--- config.mk ---
export PLATFORM = sky130hd
export DESIGN_NAME = tlqe_queue
export DESIGN_NICKNAME = d
export VERILOG_FILES = /design/src/tlqe_pkg.sv /design/src/tlqe_queue.sv
export SDC_FILE = /design/constraint.sdc
export NUM_CORES = 1
export LEC_CHECK = 0
export ABC_AREA = 0
export BUFFER_PORTS_ARGS = -buffer_cell sky130_fd_sc_hd__buf_2
export CAP_MARGIN = 25
export CORE_MARGIN = 2
export CORE_UTILIZATION = 35
export DETAILED_ROUTE_END_ITERATION = 12
export PLACE_DENSITY_LB_ADDON = 0.2
export SLEW_MARGIN = 20
export SYNTH_ARGS = -nofsm -noshare
export SYNTH_HDL_FRONTEND = slang
export SYNTH_SLANG_ARGS = --single-unit
--- constraint.sdc ---
create_clock -name clk -period 16.9 [get_ports clk]
set_input_delay 0 -clock clk [delete_from_list [all_inputs] [get_ports clk]]
set_output_delay 0 -clock clk [all_outputs]
set_load 0.03 [all_outputs]
--- src/tlqe_pkg.sv ---
`timescale 1ns / 1ps
// ----------------------------------------------------------------------------
// tlqe_pkg
// Shared types, constants and helpers for the thick line quad expander.
// ----------------------------------------------------------------------------
package tlqe_pkg;

  localparam int BUFFER_WORDS_DEF = 65536;
  localparam int WORDS_PER_VERTEX = 3;
  localparam int QUAD_VERTICES    = 6;
  localparam int ROOT_STEPS       = 32;  // two radicand bits consumed per step
  localparam int DIV_STEPS        = 24;  // quotient bits per offset
  localparam int MOD_STEPS        = 17;  // start index reduction steps
  localparam int NORM_STEPS       = 5;   // binary normalize: 16, 8, 4, 2, 1

  // Segment after front-end classification.
  typedef struct packed {
    logic signed [31:0] ax;
    logic signed [31:0] ay;
    logic signed [31:0] bx;
    logic signed [31:0] by;
    logic [30:0]        ux;         // normalized |dx|
    logic [30:0]        uy;         // normalized |dy|
    logic [23:0]        thickness;
    logic [7:0]         line_type;
    logic [15:0]        buffer_start;
    logic               neg_x;      // x offset is negative
    logic               neg_y;      // y offset is negative
    logic               zero_len;   // A == B
  } seg_item_t;

  // Clamp a 34-bit signed sum to signed 32 bits.
  function automatic logic signed [31:0] sat32(input logic signed [33:0] v);
    logic signed [31:0] r;
    if (v > 34'sh0_7FFF_FFFF) begin
      r = 32'sh7FFF_FFFF;
    end else if (v < -34'sh0_8000_0000) begin
      r = -32'sh8000_0000;
    end else begin
      r = v[31:0];
    end
    return r;
  endfunction

endpackage

--- src/tlqe_queue.sv ---
`timescale 1ns / 1ps
// ----------------------------------------------------------------------------
// tlqe_queue
// Two-entry segment queue between front end and back end.
// ----------------------------------------------------------------------------
module tlqe_queue import tlqe_pkg::*; (
  input  logic      clk,
  input  logic      rst,
  input  logic      push,
  input  seg_item_t push_item,
  output logic      full,
  input  logic      pop,
  output logic      q_valid,
  output seg_item_t q_item
);

  seg_item_t   mem [2];
  logic        wr_ptr;
  logic        rd_ptr;
  logic [1:0]  count;
  logic        do_push;
  logic        do_pop;

  assign full    = (count == 2'd2);
  assign q_valid = (count != 2'd0);
  assign q_item  = mem[rd_ptr];
  assign do_push = push && !full;
  assign do_pop  = pop && q_valid;

  always_ff @(posedge clk) begin
    if (rst) begin
      wr_ptr <= 1'b0;
      rd_ptr <= 1'b0;
      count  <= 2'd0;
    end else begin
      if (do_push) begin
        wr_ptr <= !wr_ptr;
      end
      if (do_pop) begin
        rd_ptr <= !rd_ptr;
      end
      count <= count + 2'(do_push) - 2'(do_pop);
    end
  end

  always_ff @(posedge clk) begin
    if (do_push) begin
      mem[wr_ptr] <= push_item;
    end
  end

endmodule

==> flow_metrics.env <==
export IMPL_cts_setup_buffers=0
export IMPL_r2r_cells=4
export IMPL_wl_per_cell_um=18.2
export IMPL_dr_pass1_iters=4
export IMPL_start_util_pct=35.2
export IMPL_antenna_found_initial=1
export IMPL_post_route_period_util_pct=21.6
export IMPL_grt_max_degree=102
export IMPL_cp_start_kind="flop"
export IMPL_clk_pin_slew_worst_paths_ps=60
export IMPL_avgSynthCellArea_sq_um=23.7
export IMPL_die_w_um=233
export IMPL_p_per_area_nw_per_um2=146
export IMPL_drv_cap=0
export IMPL_hpwl_mm=27.4
export IMPL_cp_end_kind="output port"
export IMPL_grt_pass1_wl_mm=59.7
export IMPL_nets=1793
export IMPL_grt_setup_unrepaired="no"
export IMPL_syn_area_sq_um=18400
export IMPL_io_buffers=487
export IMPL_syn_nets=1023
export IMPL_layout_common_cells="buf_2 (487), edfxtp_1 (482), dlygate4sd3_1 (245)"
export IMPL_tightest_slew_ps=969
export IMPL_ys_ff_latch=487
export IMPL_clk_latency_ps=570
export IMPL_internal_power_mw=2.57
export IMPL_drt_iter0_markers=392
export IMPL_skew_ps=10.0
export IMPL_final_common_cell="buf_2"
export IMPL_postRouteAntennaNets=0
export IMPL_p_leak_nw=9.95
export IMPL_max_freq_mhz=274
export IMPL_grt_pass1_vias=10400
export IMPL_cts_tree="built"
export IMPL_final_core_util_pct=49.1
export IMPL_routed_wl_mm=41.3
export IMPL_synth_area_leader_cell="edfxtp_1"
export IMPL_fp_dieH_um=233
export IMPL_cts_buffer_depth=3
export IMPL_drive_above_1_share_pct=51.0
export IMPL_yosys_top_cells_area="edfxtp_1 (79%), mux2_4 (16%), mux2_2 (3.1%)"
export IMPL_htree_levels=2
export IMPL_setup_viol_count_final=0
export IMPL_hold_ws_ps=144
export IMPL_numCtsBuffers=51
export IMPL_fin_setup_tns_ps=0
export IMPL_p_sw_mw=1.17
export IMPL_vias_per_cell=4.33
export IMPL_grt_usage_pct=14.5
export IMPL_seq_power_share_pct=41.4
export IMPL_hold_path_depth=2
export IMPL_p_comb_share_pct=30.5
export IMPL_grt_ovfl_total=0
export IMPL_synth_top_area_share_pct=78.6
export IMPL_p_clk_share_pct=28.1
export IMPL_ios=488
export IMPL_hold_viol=0
export IMPL_crit_required_ps=16900
export IMPL_synthDistinctLibCells=20
export IMPL_slew_headroom_pct=35.4
export IMPL_clock_sinks=487
export IMPL_drc=0
export IMPL_min_period_ps=3650
export IMPL_worstHoldPathType="input pin to flop"
export IMPL_seq_area_frac_synth_pct=79.2
export IMPL_path_max_fanout=53
export IMPL_cts_root_buffer="clkbuf_16"
export IMPL_coreArea_sq_um=52200
export IMPL_slew_viol_final=0
export IMPL_status="finished, final reports clean"
export IMPL_dieArea_sq_um=54400
export IMPL_vdd_drop_max_mv=0.103
export IMPL_crit_arrival_ps=3650
export IMPL_ys_warn_count=0
export IMPL_p_sw_share_pct=31.4
export IMPL_critical_path_class="flop to output port"
export IMPL_vias=9834
export IMPL_place_gp_congestion=0.777
export IMPL_area_growth_pct=39.2
export IMPL_rows=84
export IMPL_synthCells=776
-- sequential cells by signal, indices dropped and copies added (netlist names), named ones only --
signal  flops
rd_ptr      1
wr_ptr      1
count       2
mem       482
-- layout make-up --
cell class | instances | area [sq um]
fill | 4413 | 26600
sequential | 487 | 14600
timing repair buffer | 744 | 5040
multi-input combinational | 258 | 3550
clock buffer | 67 | 1380
tap | 688 | 861
clock inverter | 24 | 195
inverter | 4 | 22.5
antenna | 1 | 2.50
-- Yosys cell counts --
| cell type | n |
|---|---|
| o21ai_0 | 1 |
| or3_1 | 1 |
| or2_2 | 1 |
| xor2_1 | 1 |
| nor2_1 | 3 |
| nand2_1 | 1 |
| buf_6 | 22 |
| a21oi_1 | 1 |
| nand2b_1 | 1 |
| mux2_2 | 51 |
| mux2_4 | 190 |
| and3_1 | 1 |
| buf_2 | 5 |
| edfxtp_1 | 482 |
| xnor2_1 | 2 |
| o21a_1 | 1 |
| ha_1 | 2 |
| dfxtp_1 | 5 |
| inv_1 | 4 |
| nor2b_1 | 1 |
-- power groups by stage --
| stage | clock network (mW) | logic, mW | registers, mW |
|---|---|---|---|
| after global routing | 1.13 | 1.21 | 1.56 |
| after detailed placement | 0 | 1.10 | 1.58 |
| after floorplan | 0 | 0.845 | 1.59 |
| after CTS | 1.08 | 1.16 | 1.55 |
| final | 1.05 | 1.14 | 1.55 |
| after global placement | 0 | 1.10 | 1.57 |
-- final timing paths --
kind | to | slack, ps | startpoint
max | q_item[139] | 13250 | flop
min | mem[1][42] | 140 | push_item[42]
min reg2reg | wr_ptr | 500 | wr_ptr
max reg2reg | mem[1][212] | 13700 | count[0]
-- cells by family after synthesis --
logic type,count (synthesis),synth area share (%)
flip-flops,487,79.2
multiplexers,241,18.6
buffers and inverters,31,1.56
AND/OR/NAND/NOR,9,0.252
AO/OA/AOI/OAI,3,0.0951
XOR/XNOR,3,0.143
adder cells (fa/ha/maj),2,0.136
-- critical path, stage by stage, from the launching register on --
cell and delay (ps):
dfxtp_4 830, buf_4 490, buf_16 310, buf_4 800, mux2_4 350, buf_2 180
-- repair_timing --
item / 4_1_cts / 5_1_grt
setup endpoints to repair: 0 / 0
endpoints found under the hold margin: 487 / 0
hold buffers: 245 / 0
gates resized for setup: 0 / 0
-- metrics by stage --
stage | setup WS, ps | instances | area [sq um] | total power [mW]
after floorplan | 10250 | 776 | 18400 | 2.43
after global placement | 13580 | 1933 | 21500 | 2.68
after detailed placement | 13560 | 1934 | 21500 | 2.68
after CTS | 12920 | 2270 | 25600 | 3.79
after global routing | 13010 | 2273 | 25600 | 3.90
final | 13250 | 2273 | 25600 | 3.74
-- routing by layer --
layer | vias up | part of all wire (%) | global-route usage, %
li1 | 4648 | - | -
met1 | 4780 | 40 | 17.2
met2 | 322 | 50 | 24.8
met3 | 84 | 7.1 | 4.41
met4 | 0 | 3.0 | 5.21
met5 | - | 0 | 0
(Power assumes the default switching activity.)
