File: src/tlqe_pkg.sv
`timescale 1ns / 1ps
// ----------------------------------------------------------------------------
// tlqe_pkg
// Shared types, constants and helpers for the thick line quad expander.
// ----------------------------------------------------------------------------
package tlqe_pkg;

  localparam int BUFFER_WORDS_DEF = 65536;
  localparam int WORDS_PER_VERTEX = 3;
  localparam int QUAD_VERTICES    = 6;
  localparam int ROOT_STEPS       = 32;  // two radicand bits consumed per step
  localparam int DIV_STEPS        = 24;  // quotient bits per offset
  localparam int MOD_STEPS        = 17;  // start index reduction steps
  localparam int NORM_STEPS       = 5;   // binary normalize: 16, 8, 4, 2, 1

  // Segment after front-end classification.
  typedef struct packed {
    logic signed [31:0] ax;
    logic signed [31:0] ay;
    logic signed [31:0] bx;
    logic signed [31:0] by;
    logic [30:0]        ux;         // normalized |dx|
    logic [30:0]        uy;         // normalized |dy|
    logic [23:0]        thickness;
    logic [7:0]         line_type;
    logic [15:0]        buffer_start;
    logic               neg_x;      // x offset is negative
    logic               neg_y;      // y offset is negative
    logic               zero_len;   // A == B
  } seg_item_t;

  // Clamp a 34-bit signed sum to signed 32 bits.
  function automatic logic signed [31:0] sat32(input logic signed [33:0] v);
    logic signed [31:0] r;
    if (v > 34'sh0_7FFF_FFFF) begin
      r = 32'sh7FFF_FFFF;
    end else if (v < -34'sh0_8000_0000) begin
      r = -32'sh8000_0000;
    end else begin
      r = v[31:0];
    end
    return r;
  endfunction

endpackage

File: src/tlqe_front.sv
`timescale 1ns / 1ps
// ----------------------------------------------------------------------------
// tlqe_front
// Segment intake: direction, magnitudes, signs and normalization shift.
// ----------------------------------------------------------------------------
module tlqe_front import tlqe_pkg::*; (
  input  logic               clk,
  input  logic               rst,
  input  logic               seg_valid,
  output logic               seg_stall,
  input  logic signed [31:0] ax,
  input  logic signed [31:0] ay,
  input  logic signed [31:0] bx,
  input  logic signed [31:0] by,
  input  logic [23:0]        thickness,
  input  logic [7:0]         line_type,
  input  logic [15:0]        buffer_start,
  output logic               fq_valid,
  output seg_item_t          fq_item,
  input  logic               fq_full
);

  logic               h_full;
  logic signed [31:0] h_ax, h_ay, h_bx, h_by;
  logic [23:0]        h_thick;
  logic [7:0]         h_type;
  logic [15:0]        h_start;

  logic        n_busy;
  logic [2:0]  n_step;
  logic [30:0] m;

  logic               take;
  logic               accept;
  logic signed [32:0] dx, dy;
  logic [32:0]        ux33, uy33, m33;
  logic               big;
  logic [4:0]         shamt;
  logic               do_shift;

  assign seg_stall = h_full;
  assign accept    = seg_valid && !h_full;
  assign take      = h_full && !n_busy;

  always_comb begin
    dx   = {h_bx[31], h_bx} - {h_ax[31], h_ax};
    dy   = {h_by[31], h_by} - {h_ay[31], h_ay};
    ux33 = dx[32] ? 33'(-dx) : 33'(dx);
    uy33 = dy[32] ? 33'(-dy) : 33'(dy);
    m33  = (ux33 > uy33) ? ux33 : uy33;
    big  = (m33[32:31] != 2'b00);
    shamt    = 5'd16 >> (n_step - 3'd1);
    do_shift = ((m >> (5'd31 - shamt)) == 31'd0);
  end

  always_ff @(posedge clk) begin
    if (rst) begin
      h_full   <= 1'b0;
      n_busy   <= 1'b0;
      fq_valid <= 1'b0;
      n_step   <= 3'd0;
    end else begin
      if (take) begin
        h_full <= 1'b0;
      end else if (accept) begin
        h_full <= 1'b1;
      end

      if (take) begin
        n_busy <= 1'b1;
        n_step <= 3'd1;
      end else if (n_busy && !fq_valid) begin
        if (n_step == 3'(NORM_STEPS)) begin
          fq_valid <= 1'b1;
        end else begin
          n_step <= n_step + 3'd1;
        end
      end else if (fq_valid && !fq_full) begin
        fq_valid <= 1'b0;
        n_busy   <= 1'b0;
      end
    end
  end

  always_ff @(posedge clk) begin
    if (accept) begin
      h_ax    <= ax;
      h_ay    <= ay;
      h_bx    <= bx;
      h_by    <= by;
      h_thick <= thickness;
      h_type  <= line_type;
      h_start <= buffer_start;
    end
    if (take) begin
      fq_item.ax           <= h_ax;
      fq_item.ay           <= h_ay;
      fq_item.bx           <= h_bx;
      fq_item.by           <= h_by;
      fq_item.thickness    <= h_thick;
      fq_item.line_type    <= h_type;
      fq_item.buffer_start <= h_start;
      fq_item.neg_x        <= !dy[32] && (dy != 33'sd0);
      fq_item.neg_y        <= dx[32];
      fq_item.zero_len     <= (dx == 33'sd0) && (dy == 33'sd0);
      if (big) begin
        fq_item.ux <= ux33[31:1];
        fq_item.uy <= uy33[31:1];
        m          <= m33[31:1];
      end else begin
        fq_item.ux <= ux33[30:0];
        fq_item.uy <= uy33[30:0];
        m          <= m33[30:0];
      end
    end else if (n_busy && !fq_valid && do_shift) begin
      fq_item.ux <= fq_item.ux << shamt;
      fq_item.uy <= fq_item.uy << shamt;
      m          <= m << shamt;
    end
  end

endmodule

File: config.mk
export PLATFORM = sky130hd
export DESIGN_NAME = tlqe_front
export DESIGN_NICKNAME = d
export VERILOG_FILES = /design/src/tlqe_pkg.sv /design/src/tlqe_front.sv
export SDC_FILE = /design/constraint.sdc
export NUM_CORES = 1
export LEC_CHECK = 0
export ABC_AREA = 1
export BUFFER_PORTS_ARGS = -buffer_cell sky130_fd_sc_hd__buf_2
export CORE_AREA = 10 10 247 367
export CTS_CLUSTER_SIZE = 10
export DETAILED_ROUTE_END_ITERATION = 10
export DIE_AREA = 0 0 257 377
export SYNTH_ARGS = -nofsm -noshare
export SYNTH_HDL_FRONTEND = slang
export SYNTH_SLANG_ARGS = --single-unit
File: constraint.sdc
create_clock -name clk -period 10.3 [get_ports clk]
set_input_delay 0 -clock clk [delete_from_list [all_inputs] [get_ports clk]]
set_output_delay 0 -clock clk [all_outputs]
set_load 0.1 [all_outputs]
==> impl_metrics.py <==
metrics = {
    "global_routing": {
        "track_usage": 0.208,
        "grt_util_met3": 0.0393,
        "grt_util_met2": 0.372,
        "grt_pass1_vias": 26918,
        "grt_antenna_before_repair": 0,
        "grt-busiest-layer": "met2",
        "grt_pass1_wl_um": 159000,
        "overflow": 0,
        "use_met1": 0.236,
        "grt_max_degree": 170,
    },
    "power_and_ir_drop": {
        "power_density_nw_per_um2": 242,
        "ir_drop_v": 0.000188,
        "power_leakage_nw": 16.9,
        "power_w": 0.00861,
    },
    "critical_path": {
        "arrival_ps": 7880,
        "cpMostUsedCell": "nand2_1",
        "startpoint_type": "register",
        "regToRegStartpoint": "h_ax[0]",
        "r2r_slack_ps": 2780,
        "worstPathRequired_ps": 10660,
        "slowest_delay_ps": 800,
        "ff2ff_path_depth": 32,
        "cp-endpoint": "fq_item[68]",
        "worstReg2RegEnd": "fq_item[68]",
        "crit_slowest_cell": "buf_4",
        "crit_type": "reg -> reg",
        "crit_path_end_kind": "register",
        "cp-startpoint": "h_ax[0]",
        "crit_fanout": 93,
    },
    "logic_synthesis": {
        "ys_types": 51,
        "ys.warnings.count": 0,
        "synth_top_area_frac": 0.461,
        "syn_nets": 4081,
        "synth_largest_area_cell": "edfxtp_1",
        "synth_area_um2": 29200,
        "synth-edff-count": 448,
        "synthTopCellsByArea": "edfxtp_1, nand2_1, inv_1",
        "async_flop_share": 0,
        "yosysSeqAreaShare": 0.465,
        "synth_seq_cells": 454,
        "syn_area_per_cell_um2": 7.69,
        "synth_flop_cell": "edfxtp_1",
        "syn_inst": 3794,
    },
    "layout": {
        "fin_util": 0.425,
        "seqCellArea_um2": 13600,
        "nFillCells": 8582,
        "synthToLayoutAreaGrowth_pct": 21.8,
        "multi_input_area_um2": 12800,
        "drive_above_1_share": 0.145,
        "antenna_cells": 0,
        "fin_nets": 4625,
    },
    "min_path": {
        "hold_path.class": "in -> reg",
    },
    "floorplan": {
        "coreArea_um2": 83600,
        "start_util": 0.349,
        "ios": 423,
        "die_h_um": 377,
        "die_w_um": 257,
        "dieArea_um2": 96900,
        "rows": 130,
    },
    "sta": {
        "worstMarginPinSlew_ps": 1070,
        "max_slew_margin": 0.287,
        "fmax_mhz": 133,
        "drv_slew": 0,
        "rsz0062_at_grt": "no",
        "period_share": 0.730,
        "final-setup-viol-count": 0,
        "fin_crit_ps": 7520,
        "tns_ps": 0,
        "hold_viol_final": 0,
        "fin_worst_skew_ps": 34.2,
    },
    "detailed_routing": {
        "viasPerCell": 4.93,
        "post_drt_wl_per_cell_um": 19.0,
        "drt_iter0_drc": 2069,
        "wirelength_um": 104000,
        "via_count": 26980,
        "drtPass1Iterations": 8,
        "ant_nets": 0,
        "drc": 0,
    },
    "clock_tree": {
        "cts-htree-levels": 2,
        "cts_max_path_buffers": 3,
        "cts_made_buffers": 53,
        "cts_num_sinks": 454,
        "clock_latency_ps": 630,
        "path_clk_slew_ps": 60,
        "cts_tree": "done",
        "clockRootBuffer": "clkbuf_16",
    },
    "place": {
        "portBuffers": 422,
        "gp_congestion": 0.987,
        "hpwlAfterDp_um": 79600,
    },
    "flow_run": {
        "cap_viol_max_count": 0,
    },
    "run_status": {
        "status": "completed",
    },
}
==> worst min-delay path by stage <==
stage                          startpoint    endpoint  slack, ps  cells past startpoint
after CTS                 buffer_start[8]  h_start[8]         40                      2
after global routing               by[21]    h_by[21]         70                      2
after global placement              ay[6]     h_ay[6]        180                      1
after detailed placement            ay[9]     h_ay[9]        180                      1
final                        thickness[3]  h_thick[3]         70                      2
after floorplan                       rst    fq_valid         70                      1
==> through the flow <==
| step | worst slack, ps | hold WS [ps] | area, um2 | cells |
|---|---|---|---|---|
| global route | 2110 | 74.6 | 35600 | 5474 |
| floorplan | 1440 | 69.1 | 29200 | 3794 |
| global placement | 2900 | 176 | 32300 | 5226 |
| finish | 2780 | 74.6 | 35600 | 5474 |
| CTS | 2810 | 42.6 | 35600 | 5474 |
| detailed placement | 2850 | 178 | 32300 | 5226 |
==> registers in the layout, indices dropped and copies added (netlist names) <==
name	count
h_ax	32
h_ay	32
seg_stall	1
fq_valid	1
h_start	16
h_thick	24
m	31
n_step	3
h_bx	32
h_by	32
fq_item	241
h_type	8
n_busy	1
==> area by class of cell <==
class / count / area share
inverter: 565 / 0.0597
timing repair buffer: 627 / 0.116
multi-input combinational: 2637 / 0.361
tap: 1122 / 0.0395
clock buffer: 59 / 0.0385
sequential: 454 / 0.382
clock inverter: 10 / 0.00338
==> routing by layer <==
metal / vias to the layer above / wire, um
met1: 12409 / 39900
li1: 13404 / -
met3: 209 / 6700
met4: 0 / 5190
met2: 958 / 52300
met5: - / 0
==> synthesized netlist by cell type (10+ instances only) <==
master	n
buf_2	33
ha_1	105
nand3_2	10
nand3_1	372
nand2_2	21
nor2_2	17
buf_6	11
inv_1	545
nor3_1	16
or2_2	30
edfxtp_1	448
a21oi_1	70
nand4_1	38
clkbuf_1	75
nand2_1	1309
o21ai_0	293
mux2i_1	21
nand3b_1	18
nor2_1	205
inv_2	16
o22ai_1	19
xor2_1	33
==> repair_timing <==
| action | 4_1_cts | 5_1_grt |
|---|---|---|
| hold buffers | 179 | 0 |
| buffers inserted | 0 | 0 |
| endpoints found under the hold margin | 193 | 0 |
| resized for setup | 0 | 0 |
==> report_power, final <==
group          switching [W]  total, W  internal, W  leakage [nW]
Clock               0.000738   0.00170     0.000959         0.726
Combinational        0.00334   0.00439      0.00104          11.9
Sequential          0.000155   0.00252      0.00237          4.29
Total                0.00424   0.00861      0.00437          16.9
==> critical path, delay by kind of cell, from the launching register on <==
kind	cells	cell delay, ps
buffers and inverters	8	2450
DFF	1	420
adders and majority gates	3	990
AOI/OAI and AO/OA	2	210
and+or+nand+nor	18	2390
xor gates and xnor gates	1	700
==> kinds of logic (layout without fill, tap and decap cells) <==
kind of cell	count (synthesis)	after routing	synth area share
adders and majority gates	107	107	0.0464
xor gates and xnor gates	40	40	0.0125
DFF	454	454	0.465
AOI/OAI and AO/OA	417	417	0.0757
and+or+nand+nor	2052	2052	0.297
muxes	21	21	0.00720
buffers and inverters	703	1261	0.0962
==> cell usage in the layout, fill, tap and decap left out, drive strengths merged, types with 2 or more instances in the layout <==
| cell | Yosys | routed |
|---|---|---|
| nor4 | 2 | 2 |
| a31oi | 3 | 3 |
| a21oi | 71 | 71 |
| xnor2 | 6 | 6 |
| nor3 | 20 | 20 |
| nor2 | 224 | 224 |
| nand4 | 38 | 38 |
| clkbuf | 75 | 59 |
| xor2 | 34 | 34 |
| clkinv | 4 | 14 |
| fa | 2 | 2 |
| o2111ai | 2 | 2 |
| or2 | 30 | 30 |
| mux2i | 21 | 21 |
| nand3b | 18 | 18 |
| o21bai | 4 | 4 |
| dlygate4sd3 | 0 | 179 |
| a21o | 4 | 4 |
| and2 | 5 | 5 |
| edfxtp | 448 | 448 |
| a21boi | 2 | 2 |
| o21ai | 293 | 293 |
| inv | 561 | 560 |
| nand3 | 382 | 382 |
| o21a | 4 | 4 |
| buf | 63 | 448 |
| o22ai | 19 | 19 |
| o311ai | 4 | 4 |
| ha | 105 | 105 |
| nand2 | 1333 | 1333 |
| o211ai | 7 | 7 |
| dfxtp | 6 | 6 |
Power figures use the tool's default switching activity.
